## src/hdl/lccdf_pkg.sv

```systemverilog
`timescale 1ns / 1ps

package lccdf_pkg;

	// register and counter widths
	localparam int CFG_W   = 24;
	localparam int EXP_W   = 24;
	localparam int BYTE_W  = 8;
	localparam int CNT_W   = 8;
	localparam int CIDX_W  = 2;

	// register indexes
	localparam logic [CIDX_W-1:0] REG_EXPOSURE   = 2'd0;
	localparam logic [CIDX_W-1:0] REG_CLAMP_LOW  = 2'd1;
	localparam logic [CIDX_W-1:0] REG_CLAMP_HIGH = 2'd2;

	// register reset values
	localparam logic [EXP_W-1:0]  EXPOSURE_RST   = 24'd10000;
	localparam logic [BYTE_W-1:0] CLAMP_LOW_RST  = 8'h03;
	localparam logic [BYTE_W-1:0] CLAMP_HIGH_RST = 8'hFE;

	// frame bytes
	localparam logic [BYTE_W-1:0] HEAD_BYTE0 = 8'h01;
	localparam logic [BYTE_W-1:0] HEAD_BYTE1 = 8'h00;
	localparam logic [BYTE_W-1:0] TAIL_BYTE0 = 8'h00;
	localparam logic [BYTE_W-1:0] TAIL_BYTE1 = 8'hFF;

	typedef enum logic [3:0] {
		PH_F_SI_UP    = 4'd0,
		PH_F_SI_CLK   = 4'd1,
		PH_F_SI_DROP  = 4'd2,
		PH_F_CLK_DROP = 4'd3,
		PH_FLUSH      = 4'd4,
		PH_EXPOSE     = 4'd5,
		PH_R_SI_UP    = 4'd6,
		PH_R_SI_CLK   = 4'd7,
		PH_R_SI_DROP  = 4'd8,
		PH_R_CLK_DROP = 4'd9,
		PH_READ       = 4'd10,
		PH_EXTRA_HIGH = 4'd11,
		PH_EXTRA_LOW  = 4'd12
	} phase_t;

	typedef struct packed {
		logic [EXP_W-1:0]  exposure_ticks;
		logic [BYTE_W-1:0] clamp_low;
		logic [BYTE_W-1:0] clamp_high;
	} cfg_t;

	typedef struct packed {
		logic              ccd_clk;
		logic              ccd_si;
		logic              byte_valid;
		logic [BYTE_W-1:0] byte_out;
		logic              frame_last;
	} result_t;

endpackage

```

## src/hdl/lccdf_scale.sv

```systemverilog
`timescale 1ns / 1ps

module lccdf_scale #(
	parameter int ADC_WIDTH = 12
) (
	input  logic [ADC_WIDTH-1:0]        adc,
	input  lccdf_pkg::cfg_t             cfg,
	output logic [lccdf_pkg::BYTE_W-1:0] pixel
);
	import lccdf_pkg::*;

	localparam int PROD_W = ADC_WIDTH + BYTE_W;

	logic [PROD_W-1:0] prod;
	logic [BYTE_W-1:0] scaled;

	// adc * 255 as a shift and subtract, then drop the fraction
	assign prod   = {adc, {BYTE_W{1'b0}}} - PROD_W'(adc);
	assign scaled = prod[PROD_W-1:ADC_WIDTH];

	// when the limits cross, values above the high limit get it and all others get the low one
	always_comb begin
		if (scaled > cfg.clamp_high) begin
			pixel = cfg.clamp_high;
		end else if (scaled < cfg.clamp_low) begin
			pixel = cfg.clamp_low;
		end else begin
			pixel = scaled;
		end
	end

endmodule

```

## src/hdl/lccdf_seq.sv

```systemverilog
`timescale 1ns / 1ps

module lccdf_seq #(
	parameter int PIXELS    = 128,
	parameter int ADC_WIDTH = 12
) (
	input  logic                 clk,
	input  logic                 arst_n,
	input  logic                 advance,
	input  logic [ADC_WIDTH-1:0] adc,
	input  lccdf_pkg::cfg_t      cfg,
	output lccdf_pkg::result_t   res
);
	import lccdf_pkg::*;

	localparam logic [CNT_W-1:0] PIX_LAST = CNT_W'(PIXELS);

	phase_t            phase_q, phase_d;
	logic [CNT_W-1:0]  pix_cnt_q, pix_cnt_d;
	logic [EXP_W-1:0]  exp_cnt_q, exp_cnt_d;
	logic              half_q, half_d;

	logic [CNT_W-1:0]  pix_inc;
	logic [EXP_W-1:0]  exp_inc;
	logic              clocks_done;
	logic [BYTE_W-1:0] pixel;

	lccdf_scale #(
		.ADC_WIDTH(ADC_WIDTH)
	) u_scale (
		.adc  (adc),
		.cfg  (cfg),
		.pixel(pixel)
	);

	assign pix_inc     = pix_cnt_q + 1'b1;
	assign exp_inc     = exp_cnt_q + 1'b1;
	assign clocks_done = half_q && (pix_inc >= PIX_LAST);

	// state registers, moved once per accepted tick
	always_ff @(posedge clk or negedge arst_n) begin
		if (!arst_n) begin
			phase_q   <= PH_F_SI_UP;
			pix_cnt_q <= '0;
			exp_cnt_q <= '0;
			half_q    <= 1'b0;
		end else if (advance) begin
			phase_q   <= phase_d;
			pix_cnt_q <= pix_cnt_d;
			exp_cnt_q <= exp_cnt_d;
			half_q    <= half_d;
		end
	end

	// next state and pin levels for this tick
	always_comb begin
		phase_d   = phase_q;
		pix_cnt_d = pix_cnt_q;
		exp_cnt_d = exp_cnt_q;
		half_d    = half_q;
		res       = '0;
		case (phase_q)
			PH_F_SI_UP: begin
				res.ccd_si = 1'b1;
				phase_d    = PH_F_SI_CLK;
			end
			PH_R_SI_UP: begin
				res.ccd_si = 1'b1;
				phase_d    = PH_R_SI_CLK;
			end
			PH_F_SI_CLK: begin
				res.ccd_si  = 1'b1;
				res.ccd_clk = 1'b1;
				phase_d     = PH_F_SI_DROP;
			end
			PH_R_SI_CLK: begin
				res.ccd_si     = 1'b1;
				res.ccd_clk    = 1'b1;
				res.byte_valid = 1'b1;
				res.byte_out   = HEAD_BYTE0;
				phase_d        = PH_R_SI_DROP;
			end
			PH_F_SI_DROP: begin
				res.ccd_clk = 1'b1;
				phase_d     = PH_F_CLK_DROP;
			end
			PH_R_SI_DROP: begin
				res.ccd_clk    = 1'b1;
				res.byte_valid = 1'b1;
				res.byte_out   = HEAD_BYTE1;
				phase_d        = PH_R_CLK_DROP;
			end
			PH_F_CLK_DROP: begin
				pix_cnt_d = '0;
				half_d    = 1'b0;
				phase_d   = PH_FLUSH;
			end
			PH_R_CLK_DROP: begin
				pix_cnt_d = '0;
				half_d    = 1'b0;
				phase_d   = PH_READ;
			end
			PH_FLUSH: begin
				res.ccd_clk = !half_q;
				half_d      = !half_q;
				if (half_q) begin
					pix_cnt_d = pix_inc;
				end
				if (clocks_done) begin
					pix_cnt_d = '0;
					exp_cnt_d = '0;
					phase_d   = (cfg.exposure_ticks == '0) ? PH_R_SI_UP : PH_EXPOSE;
				end
			end
			PH_EXPOSE: begin
				exp_cnt_d = exp_inc;
				if (exp_inc >= cfg.exposure_ticks) begin
					exp_cnt_d = '0;
					phase_d   = PH_R_SI_UP;
				end
			end
			PH_READ: begin
				// sample on the high half of each read clock
				res.ccd_clk    = !half_q;
				res.byte_valid = !half_q;
				res.byte_out   = half_q ? '0 : pixel;
				half_d         = !half_q;
				if (half_q) begin
					pix_cnt_d = pix_inc;
				end
				if (clocks_done) begin
					pix_cnt_d = '0;
					phase_d   = PH_EXTRA_HIGH;
				end
			end
			PH_EXTRA_HIGH: begin
				res.ccd_clk    = 1'b1;
				res.byte_valid = 1'b1;
				res.byte_out   = TAIL_BYTE0;
				phase_d        = PH_EXTRA_LOW;
			end
			PH_EXTRA_LOW: begin
				res.byte_valid = 1'b1;
				res.byte_out   = TAIL_BYTE1;
				res.frame_last = 1'b1;
				phase_d        = PH_F_SI_UP;
			end
			default: begin
				phase_d   = PH_F_SI_UP;
				pix_cnt_d = '0;
				exp_cnt_d = '0;
				half_d    = 1'b0;
			end
		endcase
	end

endmodule

```

## src/hdl/linear_ccd_readout_framer_top.sv

```systemverilog
`timescale 1ns / 1ps

// Linear CCD readout framer. Every accepted input item is one sensor tick
// carrying the current converter sample; it yields exactly one result item
// with the CLK and SI pin levels and, on some ticks, one frame byte. One
// item is taken per clock: the next-state logic of the phase sequencer and
// the pixel scale and clamp are combinational, and the result sits in one
// output register that is refilled in the same cycle it is taken, so each
// result shows in the cycle after its item is taken, and input stalls only
// while that register is full and out_ready is low. Configuration writes
// take effect at once and are meant to be made between items.
module linear_ccd_readout_framer_top #(
	parameter int PIXELS    = 128,
	parameter int ADC_WIDTH = 12
) (
	input  logic                             clk,
	input  logic                             arst_n,
	input  logic                             in_valid,
	output logic                             in_ready,
	input  logic [ADC_WIDTH-1:0]             adc_sample,
	output logic                             out_valid,
	input  logic                             out_ready,
	output logic                             ccd_clk,
	output logic                             ccd_si,
	output logic                             byte_valid,
	output logic [lccdf_pkg::BYTE_W-1:0]     byte_out,
	output logic                             frame_last,
	input  logic                             cfg_we,
	input  logic [lccdf_pkg::CIDX_W-1:0]     cfg_index,
	input  logic [lccdf_pkg::CFG_W-1:0]      cfg_data
);
	import lccdf_pkg::*;

	cfg_t    cfg_q;
	result_t res;
	result_t res_q;
	logic    out_valid_q;
	logic    accept;

	assign in_ready = !out_valid_q || out_ready;
	assign accept   = in_valid && in_ready;

	// configuration registers
	always_ff @(posedge clk or negedge arst_n) begin
		if (!arst_n) begin
			cfg_q.exposure_ticks <= EXPOSURE_RST;
			cfg_q.clamp_low      <= CLAMP_LOW_RST;
			cfg_q.clamp_high     <= CLAMP_HIGH_RST;
		end else if (cfg_we) begin
			case (cfg_index)
				REG_EXPOSURE:   cfg_q.exposure_ticks <= cfg_data[EXP_W-1:0];
				REG_CLAMP_LOW:  cfg_q.clamp_low      <= cfg_data[BYTE_W-1:0];
				REG_CLAMP_HIGH: cfg_q.clamp_high     <= cfg_data[BYTE_W-1:0];
				default: begin
				end
			endcase
		end
	end

	lccdf_seq #(
		.PIXELS   (PIXELS),
		.ADC_WIDTH(ADC_WIDTH)
	) u_seq (
		.clk    (clk),
		.arst_n (arst_n),
		.advance(accept),
		.adc    (adc_sample),
		.cfg    (cfg_q),
		.res    (res)
	);

	// output register valid
	always_ff @(posedge clk or negedge arst_n) begin
		if (!arst_n) begin
			out_valid_q <= 1'b0;
		end else if (in_ready) begin
			out_valid_q <= in_valid;
		end
	end

	// output register payload
	always_ff @(posedge clk) begin
		if (accept) begin
			res_q <= res;
		end
	end

	assign out_valid  = out_valid_q;
	assign ccd_clk    = res_q.ccd_clk;
	assign ccd_si     = res_q.ccd_si;
	assign byte_valid = res_q.byte_valid;
	assign byte_out   = res_q.byte_out;
	assign frame_last = res_q.frame_last;

endmodule

```

## config.mk

```make
export PLATFORM = sky130hd
export DESIGN_NAME = linear_ccd_readout_framer_top
export DESIGN_NICKNAME = d
export VERILOG_FILES = /design/src/hdl/lccdf_pkg.sv /design/src/hdl/lccdf_scale.sv /design/src/hdl/lccdf_seq.sv /design/src/hdl/linear_ccd_readout_framer_top.sv
export SDC_FILE = /design/constraint.sdc
export NUM_CORES = 1
export LEC_CHECK = 0
export ABC_AREA = 1
export BUFFER_PORTS_ARGS = -buffer_cell sky130_fd_sc_hd__buf_2
export CAP_MARGIN = 20
export CORE_MARGIN = 5
export CORE_UTILIZATION = 60
export DETAILED_ROUTE_END_ITERATION = 12
export PLACE_DENSITY = 0.81
export SYNTH_ARGS = -nofsm -noshare
export SYNTH_HDL_FRONTEND = slang
export SYNTH_SLANG_ARGS = --single-unit
```

## constraint.sdc

```tcl
create_clock -name clk -period 9.3 [get_ports clk]
set_input_delay 0.93 -clock clk [delete_from_list [all_inputs] [get_ports clk]]
set_output_delay 0.93 -clock clk [all_outputs]
set_load 0.01 [all_outputs]
```

==> summary.md, run 1 <==
| Metric | Value |
|---|---|
| Outcome | finished clean |
| Distinct cells, synth | 39 |
| Min-delay worst type | flip-flop to flip-flop |
| Post-CTS setup buffer count | 0 |
| Post-synthesis cell count | roughly 740 |
| Cell Rows | 35 |
| RSZ-0062 raised after global routing | no |
| Clk root buf | clkbuf_8 |
| Commonest non-fill, non-tap cell in the layout | nand2_1 |
| WP data arrival | roughly 4500 ps |
| Placed cell areas | just over 6000 sq um |
| Layout cells sized above 1 | 0.134 |
| CTS tree | built |
| Seq cells post-synth | 90 |
| Total wire length | ~13 mm |
| CP most frequent cell | inv_1 |
| Critical Path Start | u_seq.exp_cnt_q[0] |
| Post-synthesis cell area | about 5700 sq um |
| Cts hold-fix bufs | 0 |
| Power Total | about 0.0012 W |
| FMAX | around 240 MHz |
| DR pass1 iterations | 5 |
| Setup crit end kind | flip-flop |
| PortBufs | 56 |
| Post-route minimum period | approximately 4200 ps |
| H-tree depth | 3 |
| P&R area growth vs syn | 10.5% |
| Maximum buffer depth of the clock tree | 2 |
| Skew final | 13.6 ps |
| Setup slack after layout | between 5000 and 6000 ps |
| Total grt overflow | 0 |
| Final worst path period share | 0.455 |
| CP cell instances | ha_1 -> nand2_1 -> nor2_2 -> nand4_1 -> nor3_2 -> nand2_1 -> nor3_1 -> xor2_1 -> inv_1 -> ha_1 -> nand2_1 -> inv_1 -> nand3_1 -> inv_1 -> a21oi_1 -> a21boi_0 -> nand4_1 -> inv_1 -> nand3_1 -> o21ai_0 |
| Synthesized area per cell | 7.70 sq um |
| Register-to-register path setup slack | 5070 ps |
| Worst r2r src | u_seq.exp_cnt_q[0] |
| Worst Setup EP | u_seq.exp_cnt_q[18] |
| WP buf/inv | 4 |
| Max-slew violations | 0 |
| Diode count | 0 |
| Initial antenna violation count | 0 |
| Slew @ Worst Pin | between 900 and 1000 ps |
| Skew-Pair Late Insertion Delay | approximately 370 ps |
| Worst slew margin | 0.362 |
| Power Density | ~200 nW/um^2 |
| First-pass GRT wire length | between 20 and 25 mm |
| Hpwl dp | between 9 and 10 mm |
| Cts bufs inserted | 9 |
| Die height | approximately 110 um |
| Vias per cell | roughly 5.4 |
| Slowest CP cell | nand4_1 |
| CP delay by family, top | simple AND/OR/NAND/NOR gates |
| Crit path required time | between 9000 and 10000 ps |
| Die width | 107 um |
| Drt wl/cell | around 14 um |
| Total track usage | 0.236 |
| Via count | about 5000 |
| Final Cell Area | between 6000 and 7000 sq um |
| DRC | 0 |
| Initial detailed-routing violation count | approximately 300 |
| Worst setup SP type | flip-flop |
| I/O pin total | between 50 and 60 |
| Layout net count | about 880 |
| Core Area | ~9200 sq um |
| Number of cells on the critical path | 20 |
| Syn_nets | 826 |
| Post-cts sizing count | 0 |
| Initial core utilization | 0.615 |
| Placer congestion estimate | 0.943 |
| CP max FO | 15 |
| WHS | 508 ps |
| Warnings, synthesis | 0 |
| Largest net degree at the start of global routing | 79 |
| Max-cap viol count | 0 |
| Setup violations, final | 0 |
| Final-report hold violation count | 0 |
| Most frequent cells in the layout | nand2_1 (165), inv_1 (115), dfrtp_1 (64), nor2_1 (62), o21ai_0 (57) |
| Vias in the first global route | 4858 |
| Antenna Violating Nets Remaining | 0 |
| # clock sinks | 90 |
| Max incr delay on CP | 590 ps |
| Clock transition at path regs | ~90 ps |
| Leak | between 3 and 4 nW |
| Post-synth EDFFs | 12 |
| Reg2reg end | u_seq.exp_cnt_q[18] |
| Die Footprint | about 12000 sq um |
| Main flop type after synthesis | dfrtp_1 |
| Worst Reg2Reg Path Length in Cells | 20 |
| Crit Path Class | flip-flop to flip-flop |
| Dpl ws | a little under 5000 ps |
| Post-synth ARST share | 0.867 |
| Setup TNS | 0 ps |
| VDD IR max | around 0.12 mV |
| Sequential fraction of the synthesis area | 0.410 |
## tightest hold or removal path, stage by stage (launching register included)
cell and delay [ps]:
dfrtp_1 370, nand2_1 70, inv_1 50
## synth_stat cells, types with 4 or more instances
cell type,n,area share
dfstp_2,14,0.065
nor2_2,4,0.0044
edfxtp_1,12,0.063
nor3_2,5,0.0088
clkbuf_1,11,0.0073
a21oi_1,46,0.041
o21ai_1,12,0.011
xor2_1,21,0.032
inv_1,115,0.076
nand2_1,165,0.11
nor2_1,62,0.041
dfrtp_1,64,0.28
nor3_1,14,0.012
o21ai_0,57,0.050
nand3_1,42,0.037
ha_1,45,0.099
nand4_1,18,0.020
## final cells by class
class	count	area (sq um)
Inverter	117	440
Clock buffer	10	149
Sequential cell	90	2330
Timing Repair Buffer	58	295
Multi-Input combinational cell	515	2830
Clock inverter	6	71.3
Fill cell	767	2960
Tap cell	129	161
## worst min-delay path by stage
| stage | startpoint | to | cells after the start |
|---|---|---|---|
| floorplan | u_seq.pix_cnt_q[7] | u_seq.pix_cnt_q[7] | 2 |
| global route | u_seq.pix_cnt_q[7] | u_seq.pix_cnt_q[7] | 2 |
| finish | u_seq.pix_cnt_q[7] | u_seq.pix_cnt_q[7] | 2 |
| CTS | u_seq.pix_cnt_q[7] | u_seq.pix_cnt_q[7] | 2 |
| global placement | u_seq.pix_cnt_q[7] | u_seq.pix_cnt_q[7] | 2 |
| detailed placement | u_seq.pix_cnt_q[7] | u_seq.pix_cnt_q[7] | 2 |
## metrics by stage
step | util | cells
floorplan | - | 738
global placement | 0.656 | 909
detailed placement | 0.656 | 909
CTS | 0.679 | 925
global route | 0.679 | 925
finish | 0.679 | 925
## report_power, final
group          total, W  leakage [nW]  switching [W]  internal (W)
registers      0.000538          1.08      0.0000594      0.000479
logic          0.000393          2.06       0.000261      0.000131
clock network  0.000291         0.105       0.000148      0.000143
## routing by layer
layer | global-route usage | vias to the layer above | routed length [um]
met5 | 0 | - | 0
met1 | 0.287 | 2334 | 5270
met4 | 0.101 | 0 | 352
li1 | - | 2512 | -
met3 | 0.0354 | 35 | 575
met2 | 0.415 | 131 | 6540
## cell families (layout without fill, tap and decap cells)
kind of cell	after synthesis	count (layout)	synth area share
AND/OR/NAND/NOR	321	321	0.247
buffers and inverters	133	191	0.0918
AO/OA/AOI/OAI	126	126	0.117
flip-flops	90	90	0.410
adder cells (fa/ha/maj)	45	45	0.0991
XOR/XNOR	23	23	0.0354
## registers in the layout, summed over array words and instances, names as in the netlist
name / count
ccd_si: 1
frame_last: 1
u_seq.half_q: 1
u_seq.exp_cnt_q: 24
byte_out: 8
u_seq.pix_cnt_q: 8
u_seq.phase_q: 4
byte_valid: 1
cfg_q: 40
out_valid: 1
ccd_clk: 1
(Power assumes the default switching activity.)
==> run 2, diff against run 1 <==
--- a/config.mk
+++ b/config.mk
@@ -9,9 +9,9 @@
 export BUFFER_PORTS_ARGS = -buffer_cell sky130_fd_sc_hd__buf_2
 export CAP_MARGIN = 20
 export CORE_MARGIN = 5
-export CORE_UTILIZATION = 60
+export CORE_UTILIZATION = 54
 export DETAILED_ROUTE_END_ITERATION = 12
-export PLACE_DENSITY = 0.81
+export PLACE_DENSITY = 0.77
 export SYNTH_ARGS = -nofsm -noshare
 export SYNTH_HDL_FRONTEND = slang
 export SYNTH_SLANG_ARGS = --single-unit
==> constraint.sdc (replaced) <==
create_clock -name clk -period 3.5 [get_ports clk]
set_input_delay 0.35 -clock clk [delete_from_list [all_inputs] [get_ports clk]]
set_output_delay 0.35 -clock clk [all_outputs]
set_load 0.01 [all_outputs]
==> run 2 against run 1 <==
Against the previous run:
- routed wire length increased by 4.3%
- fmax increased by 23%
- via count increased by 2.4%
- sequential power increased to 2.7 times the previous value
- highest routed layer unchanged
- first-iteration DRC count decreased by 5.3%
- setup slack got worse by 5000 ps
- global-route usage decreased by 2.5 points
- register-to-register slack got worse by 5000 ps
==> summary.md, run 2 (same netlist as run 1, synthesis figures left out) <==
| Metric | Value |
|---|---|
| Outcome | finished clean |
| Core Area | 10300 sq um (+11%) |
| Max-slew violations | 0 (unchanged) |
| Most frequent cells in the layout | nand2_1 (156), inv_1 (113), dfrtp_1 (64), nor2_1 (62), buf_2 (55) |
| Register-to-register path setup slack | 50 ps (-5020 ps) |
| VDD IR max | 0.307 mV (+160%) |
| Min-delay worst type | primary input to asynchronous set/reset pin |
| Setup violations, final | 0 (unchanged) |
| PortBufs | 56 (unchanged) |
| CP max FO | 8 (-7) |
| Clk root buf | clkbuf_8 |
| Worst r2r src | u_seq.exp_cnt_q[1] |
| First-pass GRT wire length | 22.2 mm (+1.6%) |
| Leak | 3.39 nW (+4.4%) |
| Skew final | 13.4 ps (-0.203 ps) |
| H-tree depth | 3 (unchanged) |
| Area of the multi-input gates | 2960 sq um (+4.5%) |
| Hpwl dp | 9.92 mm (+1.6%) |
| Initial detailed-routing violation count | 287 (-5.3%) |
| Vias in the first global route | 5027 (+3.5%) |
| Skew-Pair Late Insertion Delay | 360 ps (about the same) |
| Reg2reg end | u_seq.phase_q[3] |
| FMAX | 290 MHz (+23%) |
| Register area | 2330 sq um (unchanged) |
| Die Footprint | 12700 sq um (+10%) |
| Cts hold-fix bufs | 0 (unchanged) |
| Layout net count | 898 (+2.2%) |
| Worst Reg2Reg Path Length in Cells | 22 (+10%) |
| Slew @ Worst Pin | 946 ps (-12.1 ps) |
| Worst setup SP type | flip-flop |
| Max-cap viol count | 0 (unchanged) |
| Setup slack after layout | 50.7 ps (-5020 ps) |
| Diode count | 0 (unchanged) |
| Final worst path period share | 0.986 (+0.531) |
| Largest registers | cfg_q: 40 flops, u_seq.exp_cnt_q: 24 flops |
| Fillcell total | 905 (+18%) |
| # clock sinks | 90 (unchanged) |
| Placer congestion estimate | 0.922 (-2.2%) |
| Crit Path Class | flip-flop to flip-flop |
| Total grt overflow | 0 (unchanged) |
| DR pass1 iterations | 5 (unchanged) |
| Layout cells sized above 1 | 0.180 (+0.0459) |
| I/O pin total | 57 (unchanged) |
| Power Density | 509 nW/um^2 (+160%) |
| RSZ-0062 raised after global routing | yes |
| Largest Register | cfg_q |
| Worst slew margin | 0.370 (+0.00805) |
| DRC | 0 (unchanged) |
| Max FFs per register | 40 (unchanged) |
| Crit path required time | 3750 ps (-5830 ps) |
| Final-report hold violation count | 0 (unchanged) |
| Cell Rows | 37 (+5.7%) |
| P&R area growth vs syn | 15.5% |
| Antenna Violating Nets Remaining | 0 (unchanged) |
| DR WL met2 | 6.74 mm (+3.2%) |
| Via count | 5134 (+2.4%) |
| M1 wire length | 5.47 mm (+3.8%) |
| WP data arrival | 3700 ps (-810 ps) |
| Dpl ws | -197 ps (-5130 ps) |
| Commonest non-fill, non-tap cell in the layout | nand2_1 |
| Initial core utilization | 0.553 (-0.0621) |
| Cts bufs inserted | 9 (unchanged) |
| Drt wl/cell | 14.0 um (+1.4%) |
| Largest net degree at the start of global routing | 79 (unchanged) |
| Setup crit end kind | flip-flop |
| Maximum buffer depth of the clock tree | 2 (unchanged) |
| Die width | 113 um (+4.9%) |
| Total wire length | 13.3 mm (+4.3%) |
| Vias per cell | 5.40 (-0.37%) |
| Die height | 113 um (+4.9%) |
| Clock transition at path regs | 100 ps (about the same) |
| WHS | 137 ps (-370 ps) |
| Critical Path Start | u_seq.exp_cnt_q[1] |
| Initial antenna violation count | 0 (unchanged) |
| CTS tree | built |
| Post-route minimum period | 3450 ps (-779 ps) |
| Total track usage | 0.212 (-0.0247) |
| Routed wl met3 | 597 um (+3.8%) |
| Max Used Layer | met4 |
| Power Total | 0.00334 W (+170%) |
## run 2: changes by cell type in the layout (fill, tap and decap cells not counted), moves of 3 or more
cell     change
buf_4       +16
buf_6        +3
nand2_1      -9
nand2_2      +6
o21ai_0     -13
o21ai_1      +7
o21ai_2      +6
## run 2: report_power, final
group	internal, W	total (W)	switching (W)	leakage [nW]
logic	0.000427	0.00119	0.000764	2.21
registers	0.00127	0.00143	0.000159	1.08
clock network	0.000344	0.000719	0.000375	0.101
total	0.00204	0.00334	0.00130	3.39
## run 2: critical path, stage by stage, from the launching register on
cell and delay, ps:
dfrtp_1 410, ha_2 220, nand2_2 70, nor2_4 130, nand4_1 150, nor3_2 290
nand2_2 110, nor3_2 180, xor2_1 160, inv_1 100, ha_4 280, nand2_4 60
inv_4 60, nand3_4 70, nor3_4 200, buf_4 140, nand4_1 60, nand4_1 130
buf_6 150, buf_6 130, nand2_8 80, nand2_4 90, o21ai_2 50
## run 2: final cells by class
type                            instances  share of cell area
Multi-Input combinational cell        515               0.451
Timing Repair Buffer                   76              0.0677
Inverter                              117              0.0679
Clock inverter                          5             0.00496
Timing Repair inverter                  1             0.00114
Sequential cell                        90               0.355
Clock buffer                           11              0.0265
Tap cell                              136              0.0259
## run 2: worst max-delay path by stage
| stage | endpoint | slack [ps] | cells after the start |
|---|---|---|---|
| 5_1_grt | u_seq.exp_cnt_q[6] | -230 | 21 |
| 3_5_place_dp | byte_out[1] | -200 | 21 |
| 2_1_floorplan | byte_out[1] | 260 | 21 |
| 6_report | u_seq.phase_q[3] | 50 | 22 |
| 3_3_place_gp | byte_out[2] | 60 | 21 |
| 4_1_cts | u_seq.phase_q[3] | -70 | 21 |
## run 2: what timing repair did
item,CTS,global route
cloned,0,1
endpoints found under the setup margin,13,36
setup buffers,0,7
pin swaps,0,9
resized for setup,0,50
endpoints found under the hold margin,0,0
## run 2: routing by layer
layer,vias up,GRT usage
met2,141,0.365
met4,0,0.0962
met5,-,0
met3,45,0.0372
met1,2397,0.257
li1,2551,-
## run 2: stage by stage
step | utilization | instances | TNS [ps] | area, sq um
after floorplan | - | 738 | 0 | 5680
after global placement | 0.599 | 927 | 0 | 6150
after detailed placement | 0.599 | 927 | -1640 | 6150
after CTS | 0.619 | 943 | -542 | 6360
after global routing | 0.639 | 951 | -4670 | 6560
final | 0.639 | 951 | 0 | 6560
